[config.mk]
export PLATFORM = sky130hd
export DESIGN_NAME = ifup_interp
export DESIGN_NICKNAME = d
export VERILOG_FILES = /design/src/rtl/core/ifup_pkg.sv /design/src/rtl/core/ifup_interp.sv
export SDC_FILE = /design/constraint.sdc
export NUM_CORES = 2
export LEC_CHECK = 0
export BUFFER_PORTS_ARGS = -buffer_cell sky130_fd_sc_hd__buf_2
export CAP_MARGIN = 10
export CORE_ASPECT_RATIO = 1.2
export CORE_MARGIN = 1.5
export CORE_UTILIZATION = 57
export DETAILED_ROUTE_END_ITERATION = 6
export GPL_TIMING_DRIVEN = 0
export PLACE_DENSITY = 0.78
export SKIP_CTS_REPAIR_TIMING = 1
export SLEW_MARGIN = 20
export SYNTH_ARGS = -nofsm -noshare
export SYNTH_HDL_FRONTEND = slang
export SYNTH_SLANG_ARGS = --single-unit
[constraint.sdc]
create_clock -name clk -period 8.2 [get_ports clk]
set_input_delay 0.82 -clock clk [delete_from_list [all_inputs] [get_ports clk]]
set_output_delay 0.82 -clock clk [all_outputs]
set_load 0.1 [all_outputs]
[src/rtl/core/ifup_pkg.sv]
// Shared constants, codes and types of the integer factor image upscaler.
package ifup_pkg;

    // Default values of the top-level parameters.
    localparam int MAX_WIDTH_DEF  = 1024;
    localparam int PIXEL_BITS_DEF = 16;
    localparam int MAX_FACTOR_DEF = 8;

    // Fixed field and register widths.
    localparam int COORD_BITS      = 13;
    localparam int ROW_BITS        = 10;
    localparam int FACTOR_REG_BITS = 4;
    localparam int WIDTH_REG_BITS  = 11;
    localparam int APB_ADDR_BITS   = 4;
    localparam int APB_DATA_BITS   = 32;

    // Quotient bits resolved per divider pipeline stage.
    localparam int DIV_BITS = 4;

    // Register values after reset.
    localparam logic [FACTOR_REG_BITS-1:0] FACTOR_RESET = 4'd2;
    localparam logic                       MODE_RESET   = 1'b1;
    localparam logic [WIDTH_REG_BITS-1:0]  WIDTH_RESET  = 11'd640;

    // Interpolation modes.
    localparam logic MODE_NEAREST  = 1'b0;
    localparam logic MODE_BILINEAR = 1'b1;

    // Register indexes, taken from paddr[3:2].
    typedef enum logic [1:0] {
        REG_SCALE = 2'd0,
        REG_MODE  = 2'd1,
        REG_WIDTH = 2'd2
    } reg_idx_t;

    // Sequencer states.
    typedef enum logic [1:0] {
        ST_IDLE,
        ST_FETCH,
        ST_EMIT
    } state_t;

    // Sideband of one output pixel, carried alongside the datapath.
    typedef struct packed {
        logic                  last;
        logic [COORD_BITS-1:0] col;
        logic [COORD_BITS-1:0] row;
    } side_t;

endpackage

[src/rtl/core/ifup_interp.sv]
// Pipelined weighting, rounding and division datapath of the upscaler.
module ifup_interp #(
    parameter int  PIXEL_BITS = ifup_pkg::PIXEL_BITS_DEF,
    parameter int  MAX_FACTOR = ifup_pkg::MAX_FACTOR_DEF,
    localparam int WTW        = $clog2(MAX_FACTOR * MAX_FACTOR + 1),
    localparam int DW         = $clog2(2 * MAX_FACTOR * MAX_FACTOR + 1)
) (
    input  logic                        clk,
    input  logic                        rst_n,
    input  logic                        adv,
    input  logic                        in_valid,
    input  ifup_pkg::side_t             in_side,
    input  logic [3:0][PIXEL_BITS-1:0]  in_pix,
    input  logic [3:0][WTW-1:0]         in_wt,
    input  logic [WTW-1:0]              in_rnd,
    input  logic [DW-1:0]               in_div,
    output logic                        out_valid,
    output logic [PIXEL_BITS-1:0]       out_value,
    output ifup_pkg::side_t             out_side
);

    import ifup_pkg::*;

    localparam int SW  = PIXEL_BITS + $clog2(MAX_FACTOR * MAX_FACTOR);
    localparam int NW  = SW + 1;
    localparam int NDS = (PIXEL_BITS + DIV_BITS - 1) / DIV_BITS;

    // Stage A: operands.
    logic                       a_vld_reg;
    side_t                      a_side_reg;
    logic [3:0][PIXEL_BITS-1:0] a_pix_reg;
    logic [3:0][WTW-1:0]        a_wt_reg;
    logic [WTW-1:0]             a_rnd_reg;
    logic [DW-1:0]              a_div_reg;

    // Stage B: weighted neighbours.
    logic                       b_vld_reg;
    side_t                      b_side_reg;
    logic [3:0][SW-1:0]         b_prod_reg;
    logic [WTW-1:0]             b_rnd_reg;
    logic [DW-1:0]              b_div_reg;

    // Divider stages; index 0 holds the freshly formed numerator.
    logic                       vld_reg  [NDS+1];
    side_t                      side_reg [NDS+1];
    logic [DW-1:0]              div_reg  [NDS+1];
    logic [DW-1:0]              rem_reg  [NDS+1];
    logic [PIXEL_BITS-1:0]      num_reg  [NDS+1];
    logic [DW-1:0]              rem_next [NDS+1];
    logic [PIXEL_BITS-1:0]      num_next [NDS+1];

    logic [NW-1:0]              sum_c;
    logic [NW-1:0]              numer_c;

    always_ff @(posedge clk or negedge rst_n)
    begin
        if (!rst_n)
        begin
            a_vld_reg <= 1'b0;
            b_vld_reg <= 1'b0;
            for (int s = 0; s <= NDS; s++)
            begin
                vld_reg[s] <= 1'b0;
            end
        end
        else if (adv)
        begin
            a_vld_reg  <= in_valid;
            b_vld_reg  <= a_vld_reg;
            vld_reg[0] <= b_vld_reg;
            for (int s = 0; s < NDS; s++)
            begin
                vld_reg[s+1] <= vld_reg[s];
            end
        end
    end

    // Numerator 2*S + rounding term; the quotient always fits the pixel width,
    // so the bits above it already form a remainder below the divisor.
    // Restoring long division follows, a few quotient bits per stage. Quotient
    // bits shift in at the bottom of the numerator word as its bits shift out.
    always_comb
    begin
        logic [DW:0]           trial;
        logic [DW-1:0]         rem_w;
        logic [PIXEL_BITS-1:0] num_w;
        sum_c = NW'(b_prod_reg[0]) + NW'(b_prod_reg[1])
              + NW'(b_prod_reg[2]) + NW'(b_prod_reg[3]);
        numer_c = (sum_c << 1) + NW'(b_rnd_reg);
        rem_next[0] = DW'(numer_c[NW-1:PIXEL_BITS]);
        num_next[0] = numer_c[PIXEL_BITS-1:0];
        trial = '0;
        rem_w = '0;
        num_w = '0;
        for (int s = 0; s < NDS; s++)
        begin
            rem_w = rem_reg[s];
            num_w = num_reg[s];
            for (int k = 0; k < DIV_BITS; k++)
            begin
                if (s * DIV_BITS + k < PIXEL_BITS)
                begin
                    trial = {rem_w, num_w[PIXEL_BITS-1]};
                    num_w = {num_w[PIXEL_BITS-2:0], 1'b0};
                    if (trial >= {1'b0, div_reg[s]})
                    begin
                        trial    = trial - {1'b0, div_reg[s]};
                        num_w[0] = 1'b1;
                    end
                    rem_w = trial[DW-1:0];
                end
            end
            rem_next[s+1] = rem_w;
            num_next[s+1] = num_w;
        end
    end

    always_ff @(posedge clk)
    begin
        if (adv)
        begin
            a_side_reg <= in_side;
            a_pix_reg  <= in_pix;
            a_wt_reg   <= in_wt;
            a_rnd_reg  <= in_rnd;
            a_div_reg  <= in_div;

            b_side_reg <= a_side_reg;
            b_rnd_reg  <= a_rnd_reg;
            b_div_reg  <= a_div_reg;
            for (int k = 0; k < 4; k++)
            begin
                b_prod_reg[k] <= SW'(a_pix_reg[k]) * SW'(a_wt_reg[k]);
            end

            side_reg[0] <= b_side_reg;
            div_reg[0]  <= b_div_reg;
            for (int s = 0; s <= NDS; s++)
            begin
                rem_reg[s] <= rem_next[s];
                num_reg[s] <= num_next[s];
            end
            for (int s = 0; s < NDS; s++)
            begin
                side_reg[s+1] <= side_reg[s];
                div_reg[s+1]  <= div_reg[s];
            end
        end
    end

    assign out_valid = vld_reg[NDS];
    assign out_value = num_reg[NDS];
    assign out_side  = side_reg[NDS];

    a_div_nonzero : assert property (@(posedge clk) disable iff (!rst_n)
        vld_reg[0] |-> (div_reg[0] != '0))
        else $error("divisor is zero at the divider input");

    a_quot_fits : assert property (@(posedge clk) disable iff (!rst_n)
        vld_reg[0] |-> (rem_reg[0] < div_reg[0]))
        else $error("quotient would overflow the pixel width");

    a_rem_final : assert property (@(posedge clk) disable iff (!rst_n)
        out_valid |-> (rem_reg[NDS] < div_reg[NDS]))
        else $error("final remainder not below divisor");

endmodule

==> out/metrics.cfg <==
[worst_setup_path]
criticalPathCategory = flop to flop
startpoint_type = flop
max_stage_delay_ns = 0.46
arrival_ns = 8.55
crit_fanout = 8
crit_path_end_kind = flop
ff2ff_setup_slack_ns = 0.11
critPathSlowestCell = edfxtp_1
r2r_end = rem_reg[0][16]
r2r-start = div_reg[0][9]
reg2reg_depth = 40
required_ns = 8.66

[clocking]
cts_tree = yes
cts_buffers = 57
max-clock-path-buffers = 3
ctsRootBufferMaster = clkbuf_16
path_clk_slew_ns = 0.07
clk_latency_ns = 0.64
cts_sinks = 549
h-tree-depth = 2

[global_route]
grt_pass1_vias = 24900
antenna_found_initial = 0
grt_usage_pct = 22.1
grt_pass1_wl_um = 121000
grt_max_degree = 105
grt_overflow = 0

[detailed_routing]
avgViaCountPerCell = 5.47
dr_total_vias = 24600
post-route-drc-count = 0
drt_iter0_drc = 1318
wl_per_cell_um = 16.9
antenna_left = 0
wl_um = 76100
drt_pre_antenna_iters = 5

[synthesis]
synth_seq_cells = 549
syn_avg_cell_area_um2 = 11.9
synth_area_um2 = 38400
synth-edff-count = 542
async_flop_share_pct = 1.28
yosysSeqAreaShare_pct = 42.8
yosys-top-cells-area = edfxtp_1 (42%), fa_1 (17%), ha_1 (10%)
synth_flop_cell = edfxtp_1
synth_nets = 4008
synth.distinct_cells = 82
netlist_instances = 3229
synth_top_area_share_pct = 42.4
ys_warn_count = 0
synth_area_leader_cell = edfxtp_1

[layout]
seqCellArea_um2 = 16500
fin_area_um2 = 44000
syn_to_final_growth_pct = 14.5
stdcell_count = 4495
n_fill_cell = 5109
multi_input_area_um2 = 20800
insertedDiodeCount = 0
final_nets = 4326
drive_above_1_share_pct = 16.2
fin_util_pct = 65.8
largest_reg_flops = 135

[timing]
timing.fmax_mhz = 124
fin_crit_ns = 8.09
finalSetupViolations = 0
hold_violations = 0
clock-skew-final_ns = 0.0322
tightest_slew_ns = 0.938
slew_headroom_pct = 36.7
setup_tns_ns = 0
slew_violations = 0
fin_crit_sh_pct = 98.7

[placement]
hpwl_um = 56800
dp.cells = 4316
placed_area_um2 = 40600
gp_congestion = 0.907
portBuffers = 181

[outcome]
status = finished, final reports clean

[worst_hold_path]
hold_start = in_pix[58]
min_to = a_pix_reg[58]
hold_class = input port to flop
hold_depth = 1

[floorplanning]
die_h_um = 287
die_w_um = 240
dieArea_um2 = 69000
rows = 104
ios = 182
initial_utilization_pct = 57.4
coreArea_um2 = 66900

[run]
cap_violations = 0

[cells in the final DEF, fill, tap and decap left out, types with 21 or more instances in the layout]
cell       instances
a21oi_1          112
edfxtp_1         542
clkbuf_1          40
nor2b_1           30
ha_1             291
nand2b_1          22
a21o_1            48
o21ai_0           60
clkbuf_16         59
o21a_1            21
fa_1             330
buf_4            114
nor3_1            41
xnor2_1          148
inv_1            351
nand4_1           29
o21bai_1          23
xor2_1            47
nand2_1          402
and2_1           142
buf_2            181
mux2_2            55
nor2_1           116
nand3_1           33
[worst max-delay path by stage]
stage / endpoint / cells after the start / slack, ns / start
after floorplan: rem_reg[0][10] / 38 / 0.02 / div_reg[0][1]
after global placement: a_vld_reg / 3 / -1.84 / adv
after detailed placement: rem_reg[0][14] / 38 / -1.72 / div_reg[0][6]
after CTS: rem_reg[0][10] / 38 / -1.86 / div_reg[0][6]
after global routing: rem_reg[0][16] / 40 / -0.23 / div_reg[0][9]
final: rem_reg[0][16] / 40 / 0.11 / div_reg[0][9]
[layer usage]
metal  global-route usage, %  routed length [µm]  share of wire, %
met5                       0                   0                 0
met4                    10.8                3850               5.1
met3                    3.16                2970               3.9
met2                    39.4               39300                52
met1                    26.2               30000                39
[cell type report]
cell class	count	area share, %
inverters	370	3.23
well taps	901	2.56
flip-flops and latches	549	37.4
clock inverters	40	1.29
clock buffers	66	3.32
multi-input cells	2229	47.3
repair buffers	259	3.75
plain buffers	81	1.16
[metrics by stage]
stage | hold WS, ns | worst slack (ns)
CTS | -0.0369 | -1.86
global placement | 0.400 | -1.84
floorplan | 0.400 | 0.0242
global route | 0.311 | -0.233
detailed placement | 0.405 | -1.72
finish | 0.346 | 0.106
[synthesized netlist by cell type (6+ instances only)]
cell type,count
fa_1,330
o21bai_1,24
nand2_1,404
and2_1,142
a31oi_1,10
a211oi_1,13
nor3_1,42
nand3_1,33
and3_1,11
nand2b_1,22
o21ai_0,86
inv_1,366
o31ai_1,7
xor2_1,47
o31a_1,9
mux2_2,60
a21boi_0,12
edfxtp_1,542
mux2i_1,20
nor2b_1,35
o311ai_0,6
o21a_1,21
a21o_1,48
buf_4,43
dfrtp_1,7
nor2_1,120
clkbuf_1,34
a211o_1,8
ha_1,311
or3_1,14
o41ai_1,7
nand4_1,29
a21oi_1,124
xnor2_1,148
o211ai_1,12
[logic make-up after synthesis]
family | synth area share [%]
AOI/OAI and AO/OA | 7.35
buffers and inverters | 4.85
xor gates and xnor gates | 4.45
muxes | 2.34
DFF | 42.8
adders and majority gates | 27.3
and+or+nand+nor | 10.9
[worst max-delay path, delay by kind of cell, from the launching register on]
kind | cells | cell delay, ns
compound gates | 23 | 4.60
mux | 1 | 0.31
flops | 1 | 0.46
buf+inv | 7 | 0.82
fa+ha+maj | 4 | 1.12
simple gates | 5 | 0.64
Power is not shown: default switching activity piles up to over one toggle a cycle in this logic, so the estimate is an artifact.
